## config.mk

```make
export PLATFORM = sky130hd
export DESIGN_NAME = lgp_log_stage
export DESIGN_NICKNAME = d
export VERILOG_FILES = /design/src/rtl/lgp_pkg.sv /design/src/rtl/lgp_log_stage.sv
export SDC_FILE = /design/constraint.sdc
export NUM_CORES = 2
export LEC_CHECK = 0
export ABC_AREA = 1
export BUFFER_PORTS_ARGS = -buffer_cell sky130_fd_sc_hd__buf_4
export CORE_UTILIZATION = 45
export DETAILED_ROUTE_END_ITERATION = 6
export PLACE_DENSITY_LB_ADDON = 0.25
export RECOVER_POWER = 100
export SLEW_MARGIN = 5
export SYNTH_ARGS = -nofsm -noshare
export SYNTH_HDL_FRONTEND = slang
export SYNTH_SLANG_ARGS = --single-unit
```

## constraint.sdc

```tcl
create_clock -name clock -period 6.75 [get_ports clock]
set_input_delay 0.3375 -clock clock [delete_from_list [all_inputs] [get_ports clock]]
set_output_delay 0.3375 -clock clock [all_outputs]
set_load 0.05 [all_outputs]
```

## src/rtl/lgp_pkg.sv

```systemverilog
// Shared constants, stage control struct and factor-table functions for the
// gamma-corrected luminance core. No dependencies.
`timescale 1ns / 1ps
`default_nettype none

package lgp_pkg;

   localparam int LGP_CHANNEL_BITS_DEF = 8;

   localparam int WEIGHT_W   = 16;
   localparam int GAMMA_W    = 16;
   localparam int LUMA_FRAC  = 8;
   localparam int LOG_FRAC   = 28;
   localparam int GAMMA_FRAC = 12;
   localparam int PROD_FRAC  = 40;
   localparam int MANT_FRAC  = 30;
   localparam int MANT_W     = MANT_FRAC + 1;
   localparam int SHAMT_W    = 5;
   // luma fraction offset is 8 * gamma in Q.40, i.e. gamma << (LOG_FRAC + 3)
   localparam int OFFS_SHIFT = LOG_FRAC + 3;

   localparam logic [WEIGHT_W-1:0] W_RED   = 16'd19661;
   localparam logic [WEIGHT_W-1:0] W_GREEN = 16'd38666;
   localparam logic [WEIGHT_W-1:0] W_BLUE  = 16'd7209;

   localparam logic [GAMMA_W-1:0] LGP_GAMMA_RESET = 16'd5734;

   // sideband that travels with each item down the pipe
   typedef struct packed {
      logic               valid;
      logic               zero;   // luminance was zero
      logic               big;    // integer part of exponent >= channel bits
      logic               neg;    // exponent below zero
      logic               shz;    // right shift clears the mantissa
      logic [SHAMT_W-1:0] shamt;
   } lgp_ctl_type;

   function automatic logic [63:0] lgp_isqrt(input logic [63:0] v_arg);
      logic [63:0] v;
      logic [63:0] res;
      logic [63:0] bit_q;
      v     = v_arg;
      res   = '0;
      bit_q = 64'h1 << 62;
      for (int i = 0; i < 32; i++) begin
         if (bit_q > v) bit_q = bit_q >> 2;
      end
      for (int i = 0; i < 32; i++) begin
         if (bit_q != '0) begin
            if (v >= res + bit_q) begin
               v   = v - (res + bit_q);
               res = (res >> 1) + bit_q;
            end else begin
               res = res >> 1;
            end
            bit_q = bit_q >> 2;
         end
      end
      return res;
   endfunction

   // 2^(2^-k) in Q1.30, by repeated square roots of 2.0
   function automatic logic [MANT_W-1:0] lgp_pow_factor(input int k);
      logic [63:0] t;
      t = 64'd2 << MANT_FRAC;
      for (int j = 1; j <= LOG_FRAC; j++) begin
         if (j <= k) t = lgp_isqrt(t << MANT_FRAC);
      end
      return t[MANT_W-1:0];
   endfunction

endpackage

`default_nettype wire

```

## src/rtl/lgp_log_stage.sv

```systemverilog
// One log2 fraction bit: square the Q1.30 mantissa and renormalize.
// Depends on lgp_pkg.
`timescale 1ns / 1ps
`default_nettype none

module lgp_log_stage import lgp_pkg::*; #(
   parameter int P_W = 4
) (
   input  logic                clock,
   input  logic                reset,
   input  logic                adv,
   input  lgp_ctl_type         up_ctl,
   input  logic [P_W-1:0]      up_p,
   input  logic [MANT_W-1:0]   up_x,
   input  logic [LOG_FRAC-1:0] up_frac,
   output lgp_ctl_type         dn_ctl,
   output logic [P_W-1:0]      dn_p,
   output logic [MANT_W-1:0]   dn_x,
   output logic [LOG_FRAC-1:0] dn_frac
);

   logic [2*MANT_W-1:0] sq;
   logic [MANT_W:0]     t;
   logic [MANT_W-1:0]   x_in;
   logic [LOG_FRAC-1:0] frac_in;
   lgp_ctl_type         ctl_ff;
   logic [P_W-1:0]      p_ff;
   logic [MANT_W-1:0]   x_ff;
   logic [LOG_FRAC-1:0] frac_ff;

   assign sq = (2*MANT_W)'(up_x) * (2*MANT_W)'(up_x);
   assign t  = sq[2*MANT_W-1:MANT_FRAC];

   // square reached 2.0: fraction bit is 1, halve back into [1, 2)
   assign x_in    = t[MANT_W] ? t[MANT_W:1] : t[MANT_W-1:0];
   assign frac_in = {up_frac[LOG_FRAC-2:0], t[MANT_W]};

   always_ff @(posedge clock) begin
      if (reset) begin
         ctl_ff <= '0;
      end else if (adv) begin
         ctl_ff <= up_ctl;
      end
   end

   always_ff @(posedge clock) begin
      if (adv) begin
         p_ff    <= up_p;
         x_ff    <= x_in;
         frac_ff <= frac_in;
      end
   end

   assign dn_ctl  = ctl_ff;
   assign dn_p    = p_ff;
   assign dn_x    = x_ff;
   assign dn_frac = frac_ff;

endmodule

`default_nettype wire

```

==> impl_metrics.csv <==
group,metric,value,unit
sta,setup_viol,0,
clock_network,clk_pin_slew_worst_paths,0.06,ns
critical_path,cp_common_cell,"nand2_2",
clock_network,cts_hold_buf,0,
global_routing,antenna_found_initial,0,
synthesis,synth_area_per_cell,8.04,sq um
critical_path,cpLargestDelayFamily,"adder cells",
finish,nets,5409,
synthesis,synth_top_cell_by_area,"fa_1",
placed_design,dp_hpwl,68.3,mm
synthesis,synth_cell_types,38,
finish,regArea,0.00209,sq mm
routing,vias,24100,
run_status,outcome,"finished with violations",
clock_network,cts_buffer_depth,2,
routing,antenna_left,0,
sta,min_period,6.55,ns
clock_network,root_buffer,"clkbuf_16",
global_routing,grt_pass1_vias,25500,
clock_network,clkLatencyLatePin,0.32,ns
global_routing,grt_pass1_wl,129,mm
routing,firstDrtPassIters,7,
critical_path,critPathSlowestCell,"fa_2",
synthesis,ys_ff_latch,73,
sta,maxSlewHeadroom,-161,%
synthesis,syn_area,0.0318,sq mm
critical_path,slowest_delay,0.60,ns
floorplan,die_area,0.0717,sq mm
hold_path,whs_path_depth,1,
finish,n_antenna_cell,0,
critical_path,worstSetupStartpointType,"input port",
clock_network,tritoncts,"done",
floorplan,initial_core_util,45.5,%
critical_path,rr_startpoint,"dn_ctl[1]",
flow_run,max-cap-violations,1,
finish,drive_gt1_share,12.6,%
critical_path,rr_worst_depth,2,
critical_path,end_kind,"flop",
placed_design,gp_congestion,0.924,
routing,wl_per_cell,14.5,um
critical_path,r2r_slack,6.16,ns
global_routing,grt_use_total,22.7,%
critical_path,cp_num_buf_inv,9,
floorplan,die_h,268,um
finish,fillerInstances,6814,
sta,worst_slew_pin_slew,3.92,ns
sta,hold_viol_final,0,
critical_path,r2r-end,"dn_ctl[1]",
clock_network,cts_buffers,9,
clock_network,htreeDepth,3,
sta,finClkSkew,0,ns
synthesis,synth_cells,3954,
hold_path,hold_path_end,"dn_frac[19]",
routing,dr.first_iter.drc_count,1240,
floorplan,io_pins,149,
sta,slew_violations,75,
finish,layout.cells.most_common,"inv_1",
run_status,violations,"capacitance limit, slew limit",
finish,layout_common_cells,"inv_1, nand2_1, fa_1, buf_4, ha_1",
sta,holdWs,0.207,ns
routing,finalWirelength,76.5,mm
finish,syn2layout_area_growth,16.1,%
finish,multi_input_area,0.0248,sq mm
routing,post-route-drc-count,0,
synthesis,ys_top_cells_by_area,"fa_1, inv_1, nand2_1",
sta,period_share,97.0,%
hold_path,hp-start,"up_frac[18]",
global_routing,grt_max_degree,75,
synthesis,ys_seq_area_share,6.58,%
critical_path,required,6.82,ns
synthesis,synth_top_area_share,47.1,%
floorplan,fp-row-count,97,
floorplan,fp.dieW,268,um
critical_path,cp_max_fo,13,
hold_path,hold_path_class,"in -> reg",
critical_path,setup.worst_path.class,"in -> reg",
critical_path,critPathArrivalTime,6.62,ns
synthesis,syn-num-nets,5046,
routing,drt-vias-per-instance,4.57,
floorplan,coreArea,0.0699,sq mm
synthesis,yosysWarnings,0,
global_routing,grt_overflow,0,
clock_network,cts.sinks,73,
sta,max_freq,0.153,GHz
placed_design,port_buffers,147,
area by class of cell:
| class | instances | area share [%] |
|---|---|---|
| multi-input cells | 2444 | 67.3 |
| inverters | 1334 | 13.6 |
| repair buffers | 455 | 9.42 |
| flip-flops and latches | 73 | 5.67 |
| well taps | 940 | 3.19 |
| clock buffers | 9 | 0.611 |
| clock inverters | 7 | 0.251 |
synth_stat cells, drive strengths merged:
cell type,n
inv,1333
nand2,1072
fa,747
ha,269
nor2,116
clkbuf,85
nand3,67
a21oi,64
edfxtp,63
xor2,21
buf,18
o21ai,17
nand4,16
o21bai,12
dfxtp,10
xnor2,10
nor3,8
nor4,6
and2,4
or2,4
nand3b,3
a21o,2
a31o,2
and3,2
a21boi,1
clkinv,1
o21a,1
per-layer routing:
metal / vias to the layer above / track usage (%) / wire length, um
met5: - / 0 / 0
met4: 0 / 3.20 / 1140
met3: 55 / 1.04 / 2020
met2: 402 / 40.5 / 38900
met1: 11800 / 31.2 / 34400
li1: 11800 / - / -
sequential cells by signal (all words and copies together) (netlist names):
name	count
dn_ctl	10
dn_frac	28
dn_p	4
dn_x	31
metrics by stage:
step | cell area, sq um | utilization [%] | std cells | setup WS [ns] | TNS [ns]
final | 36900 | 52.8 | 5262 | 0.202 | 0
after CTS | 36300 | 52.0 | 5258 | 0.0439 | 0
after global placement | 36000 | 51.5 | 5242 | -0.245 | -6.30
after floorplan | 31800 | - | 3954 | 0.00895 | 0
after global routing | 36900 | 52.8 | 5262 | -0.0322 | -0.308
after detailed placement | 36000 | 51.5 | 5242 | -0.263 | -7.83
cell families (layout without fill, tap and decap cells):
family	Yosys count	in the layout	synth area share, %
xor+xnor	31	31	0.854
compound gates	99	99	1.72
simple gates	1298	1298	16.1
buf+inv	1437	1805	17.1
flops	73	73	6.58
fa+ha+maj	1016	1016	57.6
how the worst max path moves through the flow:
stage | start | end | slack, ns | depth (start not counted)
floorplan | up_x[13] | dn_x[23] | 0.009 | 30
global placement | up_x[17] | dn_x[25] | -0.25 | 26
detailed placement | up_x[9] | dn_x[12] | -0.26 | 30
CTS | up_x[6] | dn_x[25] | 0.04 | 28
global route | up_x[9] | dn_x[30] | -0.03 | 29
finish | up_x[9] | dn_x[30] | 0.20 | 29
worst register-to-register path: cells and delay by family, from the launching register on:
family	cells	cell delay (ns)
flip-flops	1	0.33
AND/OR/NAND/NOR	1	0.06
AO/OA/AOI/OAI	1	0.14
what timing repair did:
| action | in CTS | in global routing |
|---|---|---|
| setup buffers | 0 | 0 |
| gates resized for setup | 0 | 184 |
| setup endpoints to repair | 0 | 32 |
Power is not shown: default switching activity piles up to over one toggle a cycle in this logic, so the estimate is an artifact.
