File: config.mk
export PLATFORM = sky130hd
export DESIGN_NAME = lgp_exp_stage
export DESIGN_NICKNAME = d
export VERILOG_FILES = /design/src/rtl/lgp_pkg.sv /design/src/rtl/lgp_exp_stage.sv
export SDC_FILE = /design/constraint.sdc
export NUM_CORES = 1
export LEC_CHECK = 0
export ABC_AREA = 1
export BUFFER_PORTS_ARGS = -buffer_cell sky130_fd_sc_hd__buf_2
export CAP_MARGIN = 20
export CORE_ASPECT_RATIO = 0.7
export CORE_UTILIZATION = 35
export CTS_CLUSTER_SIZE = 28
export DETAILED_ROUTE_END_ITERATION = 8
export PLACE_DENSITY_LB_ADDON = 0.1
export SETUP_SLACK_MARGIN = 0.05
export SLEW_MARGIN = 20
export SYNTH_ARGS = -nofsm -noshare
export SYNTH_HDL_FRONTEND = slang
export SYNTH_SLANG_ARGS = --single-unit
File: constraint.sdc
create_clock -name clock -period 8.6 [get_ports clock]
set_input_delay 0.43 -clock clock [delete_from_list [all_inputs] [get_ports clock]]
set_output_delay 0.43 -clock clock [all_outputs]
set_load 0.03 [all_outputs]
File: src/rtl/lgp_pkg.sv
// Shared constants, stage control struct and factor-table functions for the
// gamma-corrected luminance core. No dependencies.
`timescale 1ns / 1ps
`default_nettype none

package lgp_pkg;

   localparam int LGP_CHANNEL_BITS_DEF = 8;

   localparam int WEIGHT_W   = 16;
   localparam int GAMMA_W    = 16;
   localparam int LUMA_FRAC  = 8;
   localparam int LOG_FRAC   = 28;
   localparam int GAMMA_FRAC = 12;
   localparam int PROD_FRAC  = 40;
   localparam int MANT_FRAC  = 30;
   localparam int MANT_W     = MANT_FRAC + 1;
   localparam int SHAMT_W    = 5;
   // luma fraction offset is 8 * gamma in Q.40, i.e. gamma << (LOG_FRAC + 3)
   localparam int OFFS_SHIFT = LOG_FRAC + 3;

   localparam logic [WEIGHT_W-1:0] W_RED   = 16'd19661;
   localparam logic [WEIGHT_W-1:0] W_GREEN = 16'd38666;
   localparam logic [WEIGHT_W-1:0] W_BLUE  = 16'd7209;

   localparam logic [GAMMA_W-1:0] LGP_GAMMA_RESET = 16'd5734;

   // sideband that travels with each item down the pipe
   typedef struct packed {
      logic               valid;
      logic               zero;   // luminance was zero
      logic               big;    // integer part of exponent >= channel bits
      logic               neg;    // exponent below zero
      logic               shz;    // right shift clears the mantissa
      logic [SHAMT_W-1:0] shamt;
   } lgp_ctl_type;

   function automatic logic [63:0] lgp_isqrt(input logic [63:0] v_arg);
      logic [63:0] v;
      logic [63:0] res;
      logic [63:0] bit_q;
      v     = v_arg;
      res   = '0;
      bit_q = 64'h1 << 62;
      for (int i = 0; i < 32; i++) begin
         if (bit_q > v) bit_q = bit_q >> 2;
      end
      for (int i = 0; i < 32; i++) begin
         if (bit_q != '0) begin
            if (v >= res + bit_q) begin
               v   = v - (res + bit_q);
               res = (res >> 1) + bit_q;
            end else begin
               res = res >> 1;
            end
            bit_q = bit_q >> 2;
         end
      end
      return res;
   endfunction

   // 2^(2^-k) in Q1.30, by repeated square roots of 2.0
   function automatic logic [MANT_W-1:0] lgp_pow_factor(input int k);
      logic [63:0] t;
      t = 64'd2 << MANT_FRAC;
      for (int j = 1; j <= LOG_FRAC; j++) begin
         if (j <= k) t = lgp_isqrt(t << MANT_FRAC);
      end
      return t[MANT_W-1:0];
   endfunction

endpackage

`default_nettype wire

File: src/rtl/lgp_exp_stage.sv
// One exp2 factor: multiply the Q1.30 mantissa by 2^(2^-K) when fraction
// bit K is set. Depends on lgp_pkg.
`timescale 1ns / 1ps
`default_nettype none

module lgp_exp_stage import lgp_pkg::*; #(
   parameter int K = 1
) (
   input  logic                clock,
   input  logic                reset,
   input  logic                adv,
   input  lgp_ctl_type         up_ctl,
   input  logic [LOG_FRAC-1:0] up_f,
   input  logic [MANT_W-1:0]   up_m,
   output lgp_ctl_type         dn_ctl,
   output logic [LOG_FRAC-1:0] dn_f,
   output logic [MANT_W-1:0]   dn_m
);

   localparam logic [MANT_W-1:0] FACTOR = lgp_pow_factor(K);

   logic [2*MANT_W-1:0] prod;
   logic [MANT_W-1:0]   m_in, m_ff;
   lgp_ctl_type         ctl_ff;
   logic [LOG_FRAC-1:0] f_ff;

   assign prod = (2*MANT_W)'(up_m) * (2*MANT_W)'(FACTOR);
   assign m_in = up_f[LOG_FRAC-K] ? prod[MANT_FRAC+MANT_W-1:MANT_FRAC] : up_m;

   always_ff @(posedge clock) begin
      if (reset) begin
         ctl_ff <= '0;
      end else if (adv) begin
         ctl_ff <= up_ctl;
      end
   end

   always_ff @(posedge clock) begin
      if (adv) begin
         f_ff <= up_f;
         m_ff <= m_in;
      end
   end

   assign dn_ctl = ctl_ff;
   assign dn_f   = f_ff;
   assign dn_m   = m_ff;

endmodule

`default_nettype wire

==> reports/metrics.yaml <==
layout:
  fillCellCount: 6023
  fin_cells: 3285
  area_delta_synth_final_pct: 9.47
  layout-drive-gt1-share: 0.0825
  nets: 3345
  multi_input_area_mm2: 0.0156
  seq_area_mm2: 0.00197
floorplan:
  core_area_mm2: 0.0572
  num_rows: 73
  ios: 141
  die_area_mm2: 0.0592
  die_h_um: 204
  start_util: 0.356
  fp.dieW_um: 290
setup_path:
  startpoint: "up_m[19]"
  worstPathRequired_ns: 8.69
  critPathCapture: "dn_m[19]$_DFFE_PP_"
  worstPathMaxFanout: 10
  reg2reg_to: "dn_ctl[8]$_SDFFE_PP0P_"
  cp.arrival_ns: 6.98
  r2r-start: "dn_ctl[8]$_SDFFE_PP0P_"
  endpoint_kind: "flop"
  critPathKind: "input port to flop"
  worst_setup_path_start_kind: "input port"
  r2r_slack_ns: 8.01
  r2r_cells: 2
cts:
  postCtsSetupRepairBufs: 0
  clkTransAtPathRegs_ns: 0.07
  cts_tree: "done"
  cts_root_buf: "clkbuf_16"
  post_cts_resize_count: 0
  clock_path_buffers: 2
  htree_levels: 3
  postCtsHoldBufs: 0
  insertion_delay_ns: 0.33
  cts_made_buffers: 9
  cts_sinks: 69
grt:
  grt_pass1_vias: 16504
  grtUsageTotal: 0.228
  grt_overflow_total: 0
  grt_max_degree: 47
  grt_first_pass_wirelength_um: 100000
  antenna_found_initial: 1
place:
  dpl.cell_count: 3269
  numPortBuffers: 140
  place_congestion: 0.901
  hpwl_um: 56500
detailed_routing:
  met1Wirelength_um: 34200
  wl_met2_um: 25500
  routed-via-count: 15414
  via_per_inst: 4.69
  route.met3.wl_um: 4540
  firstDrtPassIters: 6
  wl_per_cell_um: 19.8
  drt-total-wl_um: 64900
  highest_layer: "met5"
  detail-route-antenna-nets: 0
  drtIter0Drc: 908
  route.detailed.drc: 0
yosys:
  yosysSeqAreaShare: 0.0968
  synthTopCellsByArea: "fa_1 (32%), ha_1 (25%), inv_1 (13%), edfxtp_1 (8.7%), nand2_1 (7.9%)"
  ys_ff_latch: 69
  synth_nets: 3198
  async_reset_ff_frac: 0
  netlist_top_cells_count: "inv_1 (723), nand2_1 (427), ha_1 (413), fa_1 (330), a21oi_1 (84)"
  synth_cells: 2383
  synth_top_area_share: 0.324
  ys.warnings.count: 0
  yosys.cell_count.top_type: "inv_1"
  syn_area_mm2: 0.0204
  ys.flop_type: "edfxtp_1"
  postSynthAreaPerCell_um2: 8.55
  yosysTopAreaCell: "fa_1"
  ys_types: 33
  synth-edff-count: 59
run:
  drv_cap: 0
sta:
  drv_slew: 0
  hold_violations: 0
  fmax_mhz: 145
  relSlewSlack: 0.494
  finalCriticalPeriod_ns: 6.89
  worst_pin_slew_ns: 0.759
  setup_viol: 0
  tns_ns: 0
  clock_skew_ns: 0
  fin_crit_sh: 0.801
  holdWs_ns: 0.269
  rsz0062_at_grt: "false"
worst_hold_path:
  hold_class: "input port to flop"
status:
  status: "complete, no violations"
[area by class of cell]
cell class              count  area share
multi-input cells        1573       0.700
well taps                 750      0.0421
clock buffers               9      0.0101
flip-flops and latches     69      0.0884
clock inverters             6     0.00286
diodes                      1    0.000112
inverters                 733       0.123
repair buffers            144      0.0328
[worst max-delay path, stage by stage]
cell and delay, ns:
buf_2 0.45, ha_1 0.40, fa_1 0.56, inv_1 0.06
fa_1 0.53, inv_1 0.05, fa_1 0.50, inv_1 0.06
fa_1 0.53, inv_1 0.05, fa_1 0.39, fa_1 0.55
inv_1 0.06, fa_1 0.47, inv_1 0.04, ha_1 0.48
nand2_1 0.19, inv_2 0.09, nand2_2 0.09, nor2_2 0.26
nand2_1 0.09, nor2_1 0.12, o21ai_0 0.20, nand3_1 0.13
nand2_1 0.05, nand3_1 0.07, nand2_1 0.06
[routing by layer]
layer | track usage | up-vias
li1 | - | 7485
met1 | 0.356 | 7487
met4 | 0.0260 | 2
met5 | 0.0106 | -
met2 | 0.329 | 408
met3 | 0.0423 | 32
[through the flow]
step                      utilization  area, µm²  setup slack, ns
after detailed placement        0.385      22000             1.37
after global placement          0.385      22000             1.36
after CTS                       0.390      22300             1.75
after global routing            0.390      22300             1.40
final                           0.390      22300             1.71
after floorplan                     -      20400             2.61
[worst min-delay path by stage]
stage,from,slack [ns],endpoint,cells past startpoint
2_1_floorplan,up_f[0],0.53,dn_f[0]$_DFFE_PP_,0
3_3_place_gp,dn_ctl[0]$_SDFFE_PP0P_,0.45,dn_ctl[0]$_SDFFE_PP0P_,2
3_5_place_dp,dn_ctl[2]$_SDFFE_PP0P_,0.46,dn_ctl[2]$_SDFFE_PP0P_,2
4_1_cts,up_f[16],0.25,dn_f[16]$_DFFE_PP_,1
5_1_grt,up_f[12],0.25,dn_f[12]$_DFFE_PP_,1
6_report,up_f[12],0.27,dn_f[12]$_DFFE_PP_,1
[registers in the layout, summed over array words and instances (netlist names)]
| register | cells |
|---|---|
| dn_m | 31 |
| dn_f | 28 |
| dn_ctl | 10 |
[layout by cell type, fill, tap and decap left out, types with 2 or more instances in the layout]
cell type	synthesis	final
xnor2_1	8	8
dfxtp_1	10	10
clkbuf_16	0	9
ha_1	413	413
edfxtp_1	59	59
a21oi_1	84	84
nor4_2	2	2
nor3_2	6	6
nand2_2	13	13
fa_1	330	330
a21o_1	14	14
buf_4	0	4
clkinv_2	0	2
o21bai_1	7	7
nor2_1	79	79
nor3_1	7	7
nor2_2	15	15
buf_2	1	140
inv_2	9	9
nand3_1	70	70
o21ai_0	40	40
nor2_4	3	3
o21ai_1	5	5
nor3_4	2	2
nand4_1	14	14
clkinvlp_4	0	2
nand2_1	427	427
nand3b_1	9	9
xor2_1	21	21
inv_1	723	723
[logic make-up after synthesis]
logic type | Yosys count | share of synthesized area
fa+ha+maj | 743 | 0.578
buf+inv | 741 | 0.137
simple gates | 650 | 0.137
compound gates | 151 | 0.0398
flops | 69 | 0.0968
xor+xnor | 29 | 0.0125
Power is left out: the tool's default activity adds up to more than one toggle a clock period on the data nets, which glitch-free logic cannot reach.
