`config.mk`:
```
export PLATFORM = sky130hd
export DESIGN_NAME = lgp_mid
export DESIGN_NICKNAME = d
export VERILOG_FILES = /design/src/rtl/lgp_pkg.sv /design/src/rtl/lgp_mid.sv
export SDC_FILE = /design/constraint.sdc
export NUM_CORES = 1
export LEC_CHECK = 0
export ABC_CLOCK_PERIOD_IN_PS = 7100
export BUFFER_PORTS_ARGS = -buffer_cell sky130_fd_sc_hd__buf_2
export CORE_MARGIN = 10
export CORE_UTILIZATION = 61
export DETAILED_ROUTE_END_ITERATION = 8
export GPL_TIMING_DRIVEN = 0
export PLACE_DENSITY = 0.78
export SLEW_MARGIN = 20
export SYNTH_ARGS = -nofsm -noshare
export SYNTH_HDL_FRONTEND = slang
export SYNTH_SLANG_ARGS = --single-unit
```
`constraint.sdc`:
```
create_clock -name clock -period 7.1 [get_ports clock]
set_input_delay 0.355 -clock clock [delete_from_list [all_inputs] [get_ports clock]]
set_output_delay 0.355 -clock clock [all_outputs]
set_load 0.01 [all_outputs]
```
`src/rtl/lgp_pkg.sv`:
```
// Shared constants, stage control struct and factor-table functions for the
// gamma-corrected luminance core. No dependencies.
`timescale 1ns / 1ps
`default_nettype none

package lgp_pkg;

   localparam int LGP_CHANNEL_BITS_DEF = 8;

   localparam int WEIGHT_W   = 16;
   localparam int GAMMA_W    = 16;
   localparam int LUMA_FRAC  = 8;
   localparam int LOG_FRAC   = 28;
   localparam int GAMMA_FRAC = 12;
   localparam int PROD_FRAC  = 40;
   localparam int MANT_FRAC  = 30;
   localparam int MANT_W     = MANT_FRAC + 1;
   localparam int SHAMT_W    = 5;
   // luma fraction offset is 8 * gamma in Q.40, i.e. gamma << (LOG_FRAC + 3)
   localparam int OFFS_SHIFT = LOG_FRAC + 3;

   localparam logic [WEIGHT_W-1:0] W_RED   = 16'd19661;
   localparam logic [WEIGHT_W-1:0] W_GREEN = 16'd38666;
   localparam logic [WEIGHT_W-1:0] W_BLUE  = 16'd7209;

   localparam logic [GAMMA_W-1:0] LGP_GAMMA_RESET = 16'd5734;

   // sideband that travels with each item down the pipe
   typedef struct packed {
      logic               valid;
      logic               zero;   // luminance was zero
      logic               big;    // integer part of exponent >= channel bits
      logic               neg;    // exponent below zero
      logic               shz;    // right shift clears the mantissa
      logic [SHAMT_W-1:0] shamt;
   } lgp_ctl_type;

   function automatic logic [63:0] lgp_isqrt(input logic [63:0] v_arg);
      logic [63:0] v;
      logic [63:0] res;
      logic [63:0] bit_q;
      v     = v_arg;
      res   = '0;
      bit_q = 64'h1 << 62;
      for (int i = 0; i < 32; i++) begin
         if (bit_q > v) bit_q = bit_q >> 2;
      end
      for (int i = 0; i < 32; i++) begin
         if (bit_q != '0) begin
            if (v >= res + bit_q) begin
               v   = v - (res + bit_q);
               res = (res >> 1) + bit_q;
            end else begin
               res = res >> 1;
            end
            bit_q = bit_q >> 2;
         end
      end
      return res;
   endfunction

   // 2^(2^-k) in Q1.30, by repeated square roots of 2.0
   function automatic logic [MANT_W-1:0] lgp_pow_factor(input int k);
      logic [63:0] t;
      t = 64'd2 << MANT_FRAC;
      for (int j = 1; j <= LOG_FRAC; j++) begin
         if (j <= k) t = lgp_isqrt(t << MANT_FRAC);
      end
      return t[MANT_W-1:0];
   endfunction

endpackage

`default_nettype wire

```
`src/rtl/lgp_mid.sv`:
```
// Exponent scaling: log2 times gamma, removal of the luma fraction offset,
// split into shift and exp2 fraction. Three stages. Depends on lgp_pkg.
`timescale 1ns / 1ps
`default_nettype none

module lgp_mid import lgp_pkg::*; #(
   parameter int CHANNEL_BITS = LGP_CHANNEL_BITS_DEF,
   parameter int P_W          = 4
) (
   input  logic                clock,
   input  logic                reset,
   input  logic                adv,
   input  logic [GAMMA_W-1:0]  gamma,
   input  lgp_ctl_type         up_ctl,
   input  logic [P_W-1:0]      up_p,
   input  logic [LOG_FRAC-1:0] up_frac,
   output lgp_ctl_type         dn_ctl,
   output logic [LOG_FRAC-1:0] dn_f
);

   localparam int LG_W   = P_W + LOG_FRAC;
   localparam int PROD_W = LG_W + GAMMA_W;
   localparam int OFFS_W = GAMMA_W + OFFS_SHIFT;
   localparam int D_W    = (PROD_W > OFFS_W) ? PROD_W : OFFS_W;
   localparam int IP_W   = D_W - PROD_FRAC;

   lgp_ctl_type         ctl1_ff, ctl2_ff, ctl3_ff, ctl3_in;
   logic [PROD_W-1:0]   prod1_in, prod1_ff;
   logic [D_W-1:0]      prod_d, offs, d2_in, d2_ff;
   logic                neg2_in, neg2_ff;
   logic [IP_W-1:0]     ipart;
   logic [PROD_FRAC-1:0] fpart, fneg;
   logic                fnz;
   logic [IP_W:0]       shn;
   logic [LOG_FRAC-1:0] f3_in, f3_ff;

   assign prod1_in = PROD_W'({up_p, up_frac}) * PROD_W'(gamma);

   assign prod_d  = D_W'(prod1_ff);
   assign offs    = D_W'({gamma, {OFFS_SHIFT{1'b0}}});
   assign neg2_in = (prod_d < offs);
   assign d2_in   = neg2_in ? (offs - prod_d) : (prod_d - offs);

   assign ipart = d2_ff[D_W-1:PROD_FRAC];
   assign fpart = d2_ff[PROD_FRAC-1:0];
   assign fnz   = (fpart != '0);
   // negative exponent: floor toward minus infinity, fraction becomes 1 - frac
   assign fneg  = ~fpart + PROD_FRAC'(1);
   assign shn   = (IP_W + 1)'(ipart) + (IP_W + 1)'(fnz);

   always_comb begin
      ctl3_in     = ctl2_ff;
      ctl3_in.neg = neg2_ff;
      ctl3_in.big = !neg2_ff && (ipart >= IP_W'(CHANNEL_BITS));
      ctl3_in.shz = neg2_ff && (shn >= (IP_W + 1)'(MANT_W));
      if (neg2_ff) begin
         ctl3_in.shamt = shn[SHAMT_W-1:0];
         f3_in         = fneg[PROD_FRAC-1:GAMMA_FRAC];
      end else begin
         ctl3_in.shamt = ipart[SHAMT_W-1:0];
         f3_in         = fpart[PROD_FRAC-1:GAMMA_FRAC];
      end
   end

   always_ff @(posedge clock) begin
      if (reset) begin
         ctl1_ff <= '0;
         ctl2_ff <= '0;
         ctl3_ff <= '0;
      end else if (adv) begin
         ctl1_ff <= up_ctl;
         ctl2_ff <= ctl1_ff;
         ctl3_ff <= ctl3_in;
      end
   end

   always_ff @(posedge clock) begin
      if (adv) begin
         prod1_ff <= prod1_in;
         d2_ff    <= d2_in;
         neg2_ff  <= neg2_in;
         f3_ff    <= f3_in;
      end
   end

   assign dn_ctl = ctl3_ff;
   assign dn_f   = f3_ff;

endmodule

`default_nettype wire

```
==> flow_summary.json <==
{
  "grt_usage_pct": 28.86,
  "clock_path_buffers": 2,
  "core_area_sq_um": 37760,
  "cts_tree": "built",
  "dieArea_sq_um": 46500,
  "start_kind": "primary input",
  "met2_usage_pct": 45.24,
  "cts.sinks": 139,
  "tightestPinTransition_ns": 0.8347,
  "finalInstanceArea_sq_um": 25190,
  "drc": 0,
  "vias_per_cell": 5.724,
  "synth_warnings": 0,
  "grt_use_met3_pct": 7.133,
  "cap_viol_max_count": 0,
  "final_common_cell": "inv_1",
  "h-tree-depth": 4,
  "grt_pass1_vias": 18820,
  "die_x_um": 215.6,
  "die_h_um": 215.6,
  "placementRows": 71,
  "fin_nets": 3238,
  "ios": 99,
  "firstDrtPassIters": 5,
  "cts_root_buf": "clkbuf_16",
  "ys_ff_latch": 139,
  "clock.fmax_mhz": 143.3,
  "finalClockSkew_ns": 0.01034,
  "synth_fp_nets": 3129,
  "synth_area_sq_um": 23350,
  "synth.avg_cell_area_sq_um": 9.357,
  "end_kind": "flip-flop",
  "syn_inst": 2495,
  "numCtsBuffers": 17,
  "grt_pass1_wl_um": 104500,
  "start_util_pct": 61.84,
  "period_minus_slack_ns": 6.977,
  "yosysSeqAreaShare_pct": 17.28,
  "cp_data_arrival_time_ns": 7.15,
  "relSlewSlack_pct": 43.84,
  "post_cts_resized": 12,
  "setup_viol": 0,
  "maxSlewViolCount": 0,
  "cp.required_ns": 7.28,
  "layout_common_cells": "inv_1, fa_1, nand2_1, and2_1, ha_1",
  "hp-class": "in -> reg",
  "grt-busiest-layer": "met2",
  "grt_antenna_before_repair": 1,
  "synthFlopType": "edfxtp_1",
  "dr.first_iter.drc_count": 1498,
  "post-dp-hpwl_um": 53100,
  "layout.cells.non_filler": 3130,
  "place_area_sq_um": 24470,
  "critPathMaxFanout": 10,
  "status": "finished clean",
  "synth_edf_count": 125,
  "grt_max_degree": 76,
  "finalCritPeriodShare_pct": 98.26,
  "port_buffers": 90,
  "synth_cell_types": 70,
  "routedWlPerCell_um": 21.05,
  "wl_um": 65900,
  "grt_overflow": 0,
  "ant_nets": 0,
  "path_class": "in -> reg",
  "cts_setup_buffers": 0,
  "hold_buffers": 0,
  "num_vias": 17920,
  "drive_gt1_share_pct": 7.451,
  "dp_cells": 3097,
  "use_met1_pct": 36.72,
  "grt_setup_unrepaired": "true",
  "synthArstFlopShare_pct": 0,
  "insertion_delay_ns": 0.42,
  "area_growth_pct": 7.889,
  "finalHoldViolations": 0,
  "gp_congestion": 0.9979,
  "path_clk_slew_ns": 0.06
}
-- path summary, 6_finish.rpt --
kind                          start                endpoint  slack, ns  cells after the start
max                       gamma[11]  prod1_ff[46]$_DFFE_PP_       0.12                     22
min                           reset  dn_ctl[4]$_SDFFE_PP0P_       0.16                      2
max reg2reg      d2_ff[3]$_DFFE_PP_  dn_ctl[5]$_SDFFE_PP0P_       2.78                     14
min reg2reg  dn_ctl[6]$_SDFFE_PP0P_  dn_ctl[6]$_SDFFE_PP0P_       0.47                      2
-- registers in the layout (all words and copies together), names as in the netlist --
name / count
ctl2_ff: 2
d2_ff: 48
ctl1_ff: 2
dn_f: 28
neg2_ff: 1
dn_ctl: 10
prod1_ff: 48
-- cell usage after synthesis (all sizes together) (4+ instances only) --
cell	n	area share, %
nand3	31	0.69
o21ai	58	1.3
o211ai	7	0.23
a21o	44	1.4
mux2i	13	0.56
o31ai	20	0.64
o41ai	8	0.30
and2	217	5.8
clkbuf	112	1.8
nor3	7	0.15
nor2	64	1.0
a211oi	12	0.39
nor2b	4	0.11
xor2	31	1.2
nand2	366	5.9
o21bai	10	0.32
a31oi	10	0.27
ha	154	8.3
nand4	15	0.43
dfxtp	14	1.2
and3	6	0.16
edfxtp	125	16
xnor2	93	3.5
nor4	11	0.39
buf	4	0.064
or4	6	0.24
inv	499	8.0
a21oi	74	1.6
or3	8	0.24
o21a	5	0.16
and4	4	0.15
nand2b	5	0.13
fa	419	36
-- logic make-up (layout without fill, tap and decap cells) --
| family | count (synthesis) | count (layout) | share of synthesized area (%) |
|---|---|---|---|
| other cells | 0 | 2 | 0 |
| compound gates | 275 | 275 | 7.610 |
| fa+ha+maj | 573 | 573 | 44.18 |
| mux | 14 | 14 | 0.6056 |
| buf+inv | 615 | 737 | 9.888 |
| xor+xnor | 124 | 124 | 4.652 |
| simple gates | 755 | 755 | 15.78 |
| flops | 139 | 139 | 17.28 |
-- cell type report --
class,instances,area (sq um)
Buffer,115,511.7
Antenna cell,2,5.005
Multi-Input combinational cell,1741,17020
Timing Repair Buffer,91,484.2
Fill cell,3116,12570
Clock inverter,13,191.4
Tap cell,511,639.4
Inverter,499,1873
Sequential cell,139,4034
Clock buffer,19,432.9
-- critical path, stage by stage --
cell,delay [ns]
buf_2,0.36
buf_2,0.46
nand2_1,0.14
fa_1,0.51
inv_1,0.05
fa_1,0.56
fa_1,0.44
fa_1,0.47
fa_1,0.49
inv_1,0.05
fa_1,0.58
inv_1,0.07
ha_1,0.38
a21o_1,0.22
a21o_1,0.18
a21o_1,0.19
a32oi_1,0.31
or4b_1,0.54
nand3_1,0.11
nor3b_1,0.39
o2bb2ai_1,0.19
xnor2_1,0.08
-- routing by layer --
metal / vias to the layer above / part of all wire [%]
li1: 7946 / -
met4: 2 / 5.1
met2: 964 / 46
met5: - / 0.044
met3: 152 / 11
met1: 8853 / 38
-- per-stage QoR --
stage	utilization (%)	TNS, ns	setup slack (ns)	hold slack (ns)
global placement	64.72	-5.624	-0.6348	0.4560
finish	66.71	0	0.1233	0.1565
CTS	66.51	0	0.002580	0.1405
detailed placement	64.81	-6.728	-0.7594	0.4630
floorplan	-	0	0.7112	0.4278
global route	66.70	-0.007200	-0.003659	0.1536
Power is left out: the tool's default activity adds up to more than one toggle a clock period on the data nets, which glitch-free logic cannot reach.
