File: src/rtl/lgp_pkg.sv
// Shared constants, stage control struct and factor-table functions for the
// gamma-corrected luminance core. No dependencies.
`timescale 1ns / 1ps
`default_nettype none

package lgp_pkg;

   localparam int LGP_CHANNEL_BITS_DEF = 8;

   localparam int WEIGHT_W   = 16;
   localparam int GAMMA_W    = 16;
   localparam int LUMA_FRAC  = 8;
   localparam int LOG_FRAC   = 28;
   localparam int GAMMA_FRAC = 12;
   localparam int PROD_FRAC  = 40;
   localparam int MANT_FRAC  = 30;
   localparam int MANT_W     = MANT_FRAC + 1;
   localparam int SHAMT_W    = 5;
   // luma fraction offset is 8 * gamma in Q.40, i.e. gamma << (LOG_FRAC + 3)
   localparam int OFFS_SHIFT = LOG_FRAC + 3;

   localparam logic [WEIGHT_W-1:0] W_RED   = 16'd19661;
   localparam logic [WEIGHT_W-1:0] W_GREEN = 16'd38666;
   localparam logic [WEIGHT_W-1:0] W_BLUE  = 16'd7209;

   localparam logic [GAMMA_W-1:0] LGP_GAMMA_RESET = 16'd5734;

   // sideband that travels with each item down the pipe
   typedef struct packed {
      logic               valid;
      logic               zero;   // luminance was zero
      logic               big;    // integer part of exponent >= channel bits
      logic               neg;    // exponent below zero
      logic               shz;    // right shift clears the mantissa
      logic [SHAMT_W-1:0] shamt;
   } lgp_ctl_type;

   function automatic logic [63:0] lgp_isqrt(input logic [63:0] v_arg);
      logic [63:0] v;
      logic [63:0] res;
      logic [63:0] bit_q;
      v     = v_arg;
      res   = '0;
      bit_q = 64'h1 << 62;
      for (int i = 0; i < 32; i++) begin
         if (bit_q > v) bit_q = bit_q >> 2;
      end
      for (int i = 0; i < 32; i++) begin
         if (bit_q != '0) begin
            if (v >= res + bit_q) begin
               v   = v - (res + bit_q);
               res = (res >> 1) + bit_q;
            end else begin
               res = res >> 1;
            end
            bit_q = bit_q >> 2;
         end
      end
      return res;
   endfunction

   // 2^(2^-k) in Q1.30, by repeated square roots of 2.0
   function automatic logic [MANT_W-1:0] lgp_pow_factor(input int k);
      logic [63:0] t;
      t = 64'd2 << MANT_FRAC;
      for (int j = 1; j <= LOG_FRAC; j++) begin
         if (j <= k) t = lgp_isqrt(t << MANT_FRAC);
      end
      return t[MANT_W-1:0];
   endfunction

endpackage

`default_nettype wire

File: src/rtl/lgp_front.sv
// Front end: weighted luminance sum, leading-one search and mantissa
// normalization, three register stages. Depends on lgp_pkg.
`timescale 1ns / 1ps
`default_nettype none

module lgp_front import lgp_pkg::*; #(
   parameter int CHANNEL_BITS = LGP_CHANNEL_BITS_DEF,
   parameter int LUMA_W       = CHANNEL_BITS + LUMA_FRAC,
   parameter int P_W          = $clog2(LUMA_W)
) (
   input  logic                    clock,
   input  logic                    reset,
   input  logic                    adv,
   input  logic                    up_valid,
   input  logic [CHANNEL_BITS-1:0] red_in,
   input  logic [CHANNEL_BITS-1:0] green_in,
   input  logic [CHANNEL_BITS-1:0] blue_in,
   output lgp_ctl_type             dn_ctl,
   output logic [P_W-1:0]          dn_p,
   output logic [MANT_W-1:0]       dn_x
);

   localparam int SUM_W = CHANNEL_BITS + WEIGHT_W;
   localparam logic [P_W-1:0] TOP_POS = P_W'(LUMA_W - 1);

   logic [SUM_W-1:0]  sum;
   logic              v1_ff, v2_ff, v3_ff;
   logic [LUMA_W-1:0] luma1_in, luma1_ff;
   logic [LUMA_W-1:0] luma2_ff;
   logic [P_W-1:0]    p2_in, p2_ff, p3_ff;
   logic              zero2_in, zero2_ff, zero3_ff;
   logic [LUMA_W-1:0] aligned;
   logic [MANT_W-1:0] x3_in, x3_ff;

   // weights sum to 1.0, so the sum fits in CHANNEL_BITS + 16 bits
   assign sum = SUM_W'(W_RED) * SUM_W'(red_in) + SUM_W'(W_GREEN) * SUM_W'(green_in)
              + SUM_W'(W_BLUE) * SUM_W'(blue_in);
   assign luma1_in = sum[SUM_W-1:LUMA_FRAC];

   always_comb begin
      p2_in = '0;
      for (int i = 0; i < LUMA_W; i++) begin
         if (luma1_ff[i]) p2_in = P_W'(i);
      end
   end
   assign zero2_in = (luma1_ff == '0);

   // msb lands on bit 30: Q1.30 mantissa in [1, 2)
   assign aligned = luma2_ff << (TOP_POS - p2_ff);
   assign x3_in   = {aligned, {(MANT_W - LUMA_W){1'b0}}};

   always_ff @(posedge clock) begin
      if (reset) begin
         v1_ff <= 1'b0;
         v2_ff <= 1'b0;
         v3_ff <= 1'b0;
      end else if (adv) begin
         v1_ff <= up_valid;
         v2_ff <= v1_ff;
         v3_ff <= v2_ff;
      end
   end

   always_ff @(posedge clock) begin
      if (adv) begin
         luma1_ff <= luma1_in;
         luma2_ff <= luma1_ff;
         p2_ff    <= p2_in;
         zero2_ff <= zero2_in;
         p3_ff    <= p2_ff;
         zero3_ff <= zero2_ff;
         x3_ff    <= x3_in;
      end
   end

   always_comb begin
      dn_ctl       = '0;
      dn_ctl.valid = v3_ff;
      dn_ctl.zero  = zero3_ff;
   end
   assign dn_p = p3_ff;
   assign dn_x = x3_ff;

endmodule

`default_nettype wire

File: config.mk
export PLATFORM = sky130hd
export DESIGN_NAME = lgp_front
export DESIGN_NICKNAME = d
export VERILOG_FILES = /design/src/rtl/lgp_pkg.sv /design/src/rtl/lgp_front.sv
export SDC_FILE = /design/constraint.sdc
export NUM_CORES = 1
export LEC_CHECK = 0
export ABC_CLOCK_PERIOD_IN_PS = 5930
export BUFFER_PORTS_ARGS = -buffer_cell sky130_fd_sc_hd__buf_2
export CORE_MARGIN = 2
export CORE_UTILIZATION = 56
export DETAILED_ROUTE_END_ITERATION = 8
export PLACE_DENSITY = 0.74
export SLEW_MARGIN = 20
export SYNTH_ARGS = -nofsm -noshare
export SYNTH_HDL_FRONTEND = slang
export SYNTH_SLANG_ARGS = --single-unit
File: constraint.sdc
create_clock -name clock -period 5.93 [get_ports clock]
set_clock_uncertainty 0.05 [all_clocks]
set_input_delay 0.2965 -clock clock [delete_from_list [all_inputs] [get_ports clock]]
set_output_delay 0.2965 -clock clock [all_outputs]
set_load 0.005 [all_outputs]
==> impl_results.rst <==
.. list-table::
   :header-rows: 1

   * - Metric
     - Value
   * - Run status
     - finished with violations
   * - Routed len/inst
     - 14.9 um
   * - DRC marker count from the first detailed-route iteration
     - 200
   * - Fraction of post-synthesis cell area in the top cell type by area
     - 0.243
   * - Slew HR
     - 0.462
   * - Endpoint arrival time on the critical path
     - 6.03 ns
   * - Via-to-Cell Ratio
     - 5.13
   * - Clk Latency, worst-skew pair
     - 0.32 ns
   * - Count of cell types in the netlist
     - 55
   * - Transition at the pin with the smallest max-transition slack
     - 0.808 ns
   * - Clock tree buffer depth
     - 2
   * - Number of enable flip-flop cells after synthesis
     - 58
   * - Area contributors post-synth
     - fa_1, ha_1, edfxtp_1
   * - Syn Inst Count
     - 797
   * - Number of failing hold endpoints at the final stage
     - 0
   * - Finished layout cell area
     - 10200 sq um
   * - DPL Wire Length
     - 14.1 mm
   * - Critical path fanouts, max
     - 4
   * - Routability congestion estimate
     - 0.900
   * - Initial Util
     - 0.567
   * - Maximum single-stage delay on the critical path
     - 0.57 ns
   * - Number of placed instances with taps included
     - 1097
   * - Critical path depth
     - 24
   * - Final Critical Period
     - 6.01 ns
   * - Launching element type of the critical path
     - input port
   * - Critical Path Sink Type
     - flip-flop
   * - Fraction of layout instances using a drive strength above 1
     - 0.238
   * - Total number of vias
     - 5739
   * - Vias in the first global route
     - 6146
   * - Highest achievable clock rate
     - 0.167 GHz
   * - Wire length of the first global-routing pass
     - 27.5 mm
   * - Finished Layout Cells
     - 1119
   * - Clock tree from TritonCTS
     - done
   * - Area enclosed by the die boundary
     - 16300 sq um
   * - Req. time, crit path
     - 5.95 ns
   * - Number of buffers and inverters on the critical path
     - 7
   * - Number of hold buffers added after cts
     - 0
   * - RSZ-0062 raised after global routing
     - true
   * - 1st-pass router iterations
     - 4
   * - Mean instance size in the synthesized netlist
     - 10.7 sq um
   * - Area after detailed placement
     - 9570 sq um
   * - Cell type group with the largest total delay on the critical path
     - adder cells
   * - Pin count of the biggest net entering global routing
     - 62
   * - Number of I/O port buffers
     - 49
   * - Hold WC Path Type
     - input port to flip-flop
   * - Fin. max-slew vios
     - 0
   * - Most numerous cell on the critical path
     - fa_2
   * - Initial antenna violation count
     - 0
   * - Boundary pin count
     - 73
   * - Cells traversed along the worst timing path
     - buf_6, buf_6, fa_2, inv_2, fa_2, inv_2, fa_2, ha_1, ha_1, buf_4, o21ai_0, nand2_1, fa_1, fa_2, fa_1, inv_1, ha_1, a21oi_2, nor2b_1, o21ai_0, buf_4, o31ai_4, o31a_1, xor2_1
   * - Tcrit/Tclk final
     - 1.01
   * - Area inside the core boundary
     - 15100 sq um
   * - Final Worst Setup Slack
     - -0.0756 ns
   * - Wire length reported by the detailed router
     - 16.6 mm
   * - Sequential cell area fraction in the yosys report
     - 0.211
   * - Post-detailed-route DRC marker count
     - 0
   * - Finish-stage setup viols
     - 4
   * - Chip Height
     - 128 um
   * - GRT Residual Overflow
     - 0
   * - Total Routing Usage GR
     - 0.215
   * - Post-CTS clock slew at the launch and capture registers of the worst setup and hold paths
     - 0.05 ns
   * - Slowest stage cell on the critical path
     - fa_1
   * - Pre-CTS WS
     - -0.600 ns
   * - Total of max-cap violations
     - 0
   * - Count of H-tree levels built during CTS
     - 3
   * - Main synth FF type
     - edfxtp_1
   * - Cell area after technology mapping
     - 8560 sq um
   * - Clock tree root buffer cell
     - clkbuf_16
   * - Total clock sinks
     - 61
   * - Category of the most critical setup path
     - input port to flip-flop
   * - Dominant cell type by area after synthesis
     - fa_1
   * - Worst Reg2Reg Path Length in Cells
     - 4
   * - Cts bufs inserted
     - 9
   * - Number of instances on the worst hold path
     - 2
   * - Number of nets still failing antenna checks after routing
     - 0
   * - Post-synth ARST share
     - 0
   * - Synthesis-to-layout area growth
     - 19.4%
   * - Flip-flop and latch count after synthesis
     - 61
   * - Yosys synthesis warning count
     - 0
   * - Number of placement rows
     - 45
   * - Violated checks
     - setup timing
   * - Fill count
     - 1108
   * - Die width
     - 128 um
   * - Number of nets at the end of the flow
     - 1216
   * - Diodes inserted
     - 0
cells in the final DEF (no fill, tap or decap), types with 4 or more instances in the layout:
| cell | synthesis | layout |
|---|---|---|
| mux2i_1 | 22 | 22 |
| buf_2 | 3 | 44 |
| buf_6 | 0 | 6 |
| nand3_1 | 5 | 4 |
| conb_1 | 1 | 23 |
| a21o_1 | 7 | 7 |
| mux4_2 | 4 | 4 |
| nor3_1 | 5 | 4 |
| a22o_1 | 4 | 4 |
| fa_1 | 104 | 97 |
| a21oi_2 | 2 | 7 |
| ha_1 | 157 | 139 |
| nand2b_1 | 7 | 7 |
| nor2_1 | 23 | 23 |
| o21ai_0 | 19 | 16 |
| buf_4 | 25 | 79 |
| inv_2 | 0 | 8 |
| clkbuf_16 | 0 | 9 |
| xnor2_1 | 21 | 20 |
| xor2_1 | 9 | 8 |
| mux2_2 | 5 | 5 |
| nand2_1 | 28 | 27 |
| fa_2 | 0 | 7 |
| a21oi_1 | 27 | 20 |
| o21bai_1 | 7 | 6 |
| and2_1 | 4 | 4 |
| nor2b_1 | 4 | 4 |
| edfxtp_1 | 58 | 58 |
| inv_1 | 192 | 184 |
| ha_4 | 0 | 16 |
sequential cells by signal (all words and copies together) (netlist names):
register and flops:
luma2_ff 16, v1_ff 1, dn_p 4, luma1_ff 16
zero3_ff 1, v3_ff 1, v2_ff 1, p2_ff 4
zero2_ff 1, dn_x 16
routing by layer:
layer	track usage	up-vias	share of wire
met4	0.0679	0	0.022
met1	0.239	2780	0.41
met5	0	-	0
met2	0.427	98	0.55
li1	-	2830	-
met3	0.0201	31	0.019
cells by family (layout without fill, tap and decap cells):
group | Yosys count | in the layout | share of synthesized area
compound gates | 99 | 99 | 0.0806
xor+xnor | 30 | 30 | 0.0307
fa+ha+maj | 261 | 261 | 0.473
buf+inv | 225 | 337 | 0.110
flops | 61 | 61 | 0.211
mux | 31 | 31 | 0.0428
other cells | 1 | 23 | 0.000438
simple gates | 89 | 89 | 0.0520
repair_timing:
| item | in CTS | in global routing |
|---|---|---|
| resized for setup | 30 | 30 |
| pin swaps | 35 | 15 |
| endpoints found under the setup margin | 8 | 11 |
| setup buffers | 7 | 0 |
cell usage after synthesis, types with 3 or more instances:
cell type / instances
a21o_1: 7
xnor2_1: 21
ha_1: 157
and2_1: 4
inv_1: 192
mux2i_1: 22
o211ai_1: 3
o21ai_0: 19
buf_4: 25
nor4_1: 3
mux2_2: 5
buf_2: 3
nand2_1: 28
xor2_1: 9
mux4_2: 4
o21a_1: 3
nor3_1: 5
a31oi_1: 3
nand2b_1: 7
a21oi_1: 27
fa_1: 104
nand3_1: 5
nor2b_1: 4
o21bai_1: 7
clkbuf_1: 4
dfxtp_1: 3
or2_2: 3
edfxtp_1: 58
a22o_1: 4
nor2_1: 23
cell type report:
| type | instances | area, sq um | share of cell area |
|---|---|---|---|
| Clock buffer | 10 | 229 | 0.0224 |
| Sequential cell | 61 | 1800 | 0.176 |
| Multi-Input combinational cell | 533 | 6260 | 0.613 |
| Tap cell | 188 | 235 | 0.0230 |
| Inverter | 192 | 721 | 0.0705 |
| Timing Repair Buffer | 130 | 896 | 0.0877 |
| Clock inverter | 5 | 76.3 | 0.00747 |
worst reg2reg max path: stages (launching register included):
cell	delay, ns
edfxtp_1	0.87
mux2_2	0.43
nand2_1	0.06
o21ai_0	0.20
mux4_2	0.52
through the flow:
stage / TNS, ns / util / hold slack (ns)
3_5_place_dp: -4.69 / 0.634 / 0.356
2_1_floorplan: -0.519 / - / 0.319
4_1_cts: -0.122 / 0.668 / 0.105
6_report: -0.141 / 0.677 / 0.114
5_1_grt: -1.52 / 0.677 / 0.114
3_3_place_gp: -3.90 / 0.634 / 0.355
final timing paths:
path / slack [ns] / end / start
min reg2reg: 0.37 / zero3_ff / zero2_ff
max: -0.08 / luma1_ff[12] / green_in[6]
max reg2reg: 3.53 / dn_x[29] / p2_ff[0]
min: 0.11 / v3_ff / reset
Power is left out: the tool's default activity adds up to more than one toggle a clock period on the data nets, which glitch-free logic cannot reach.
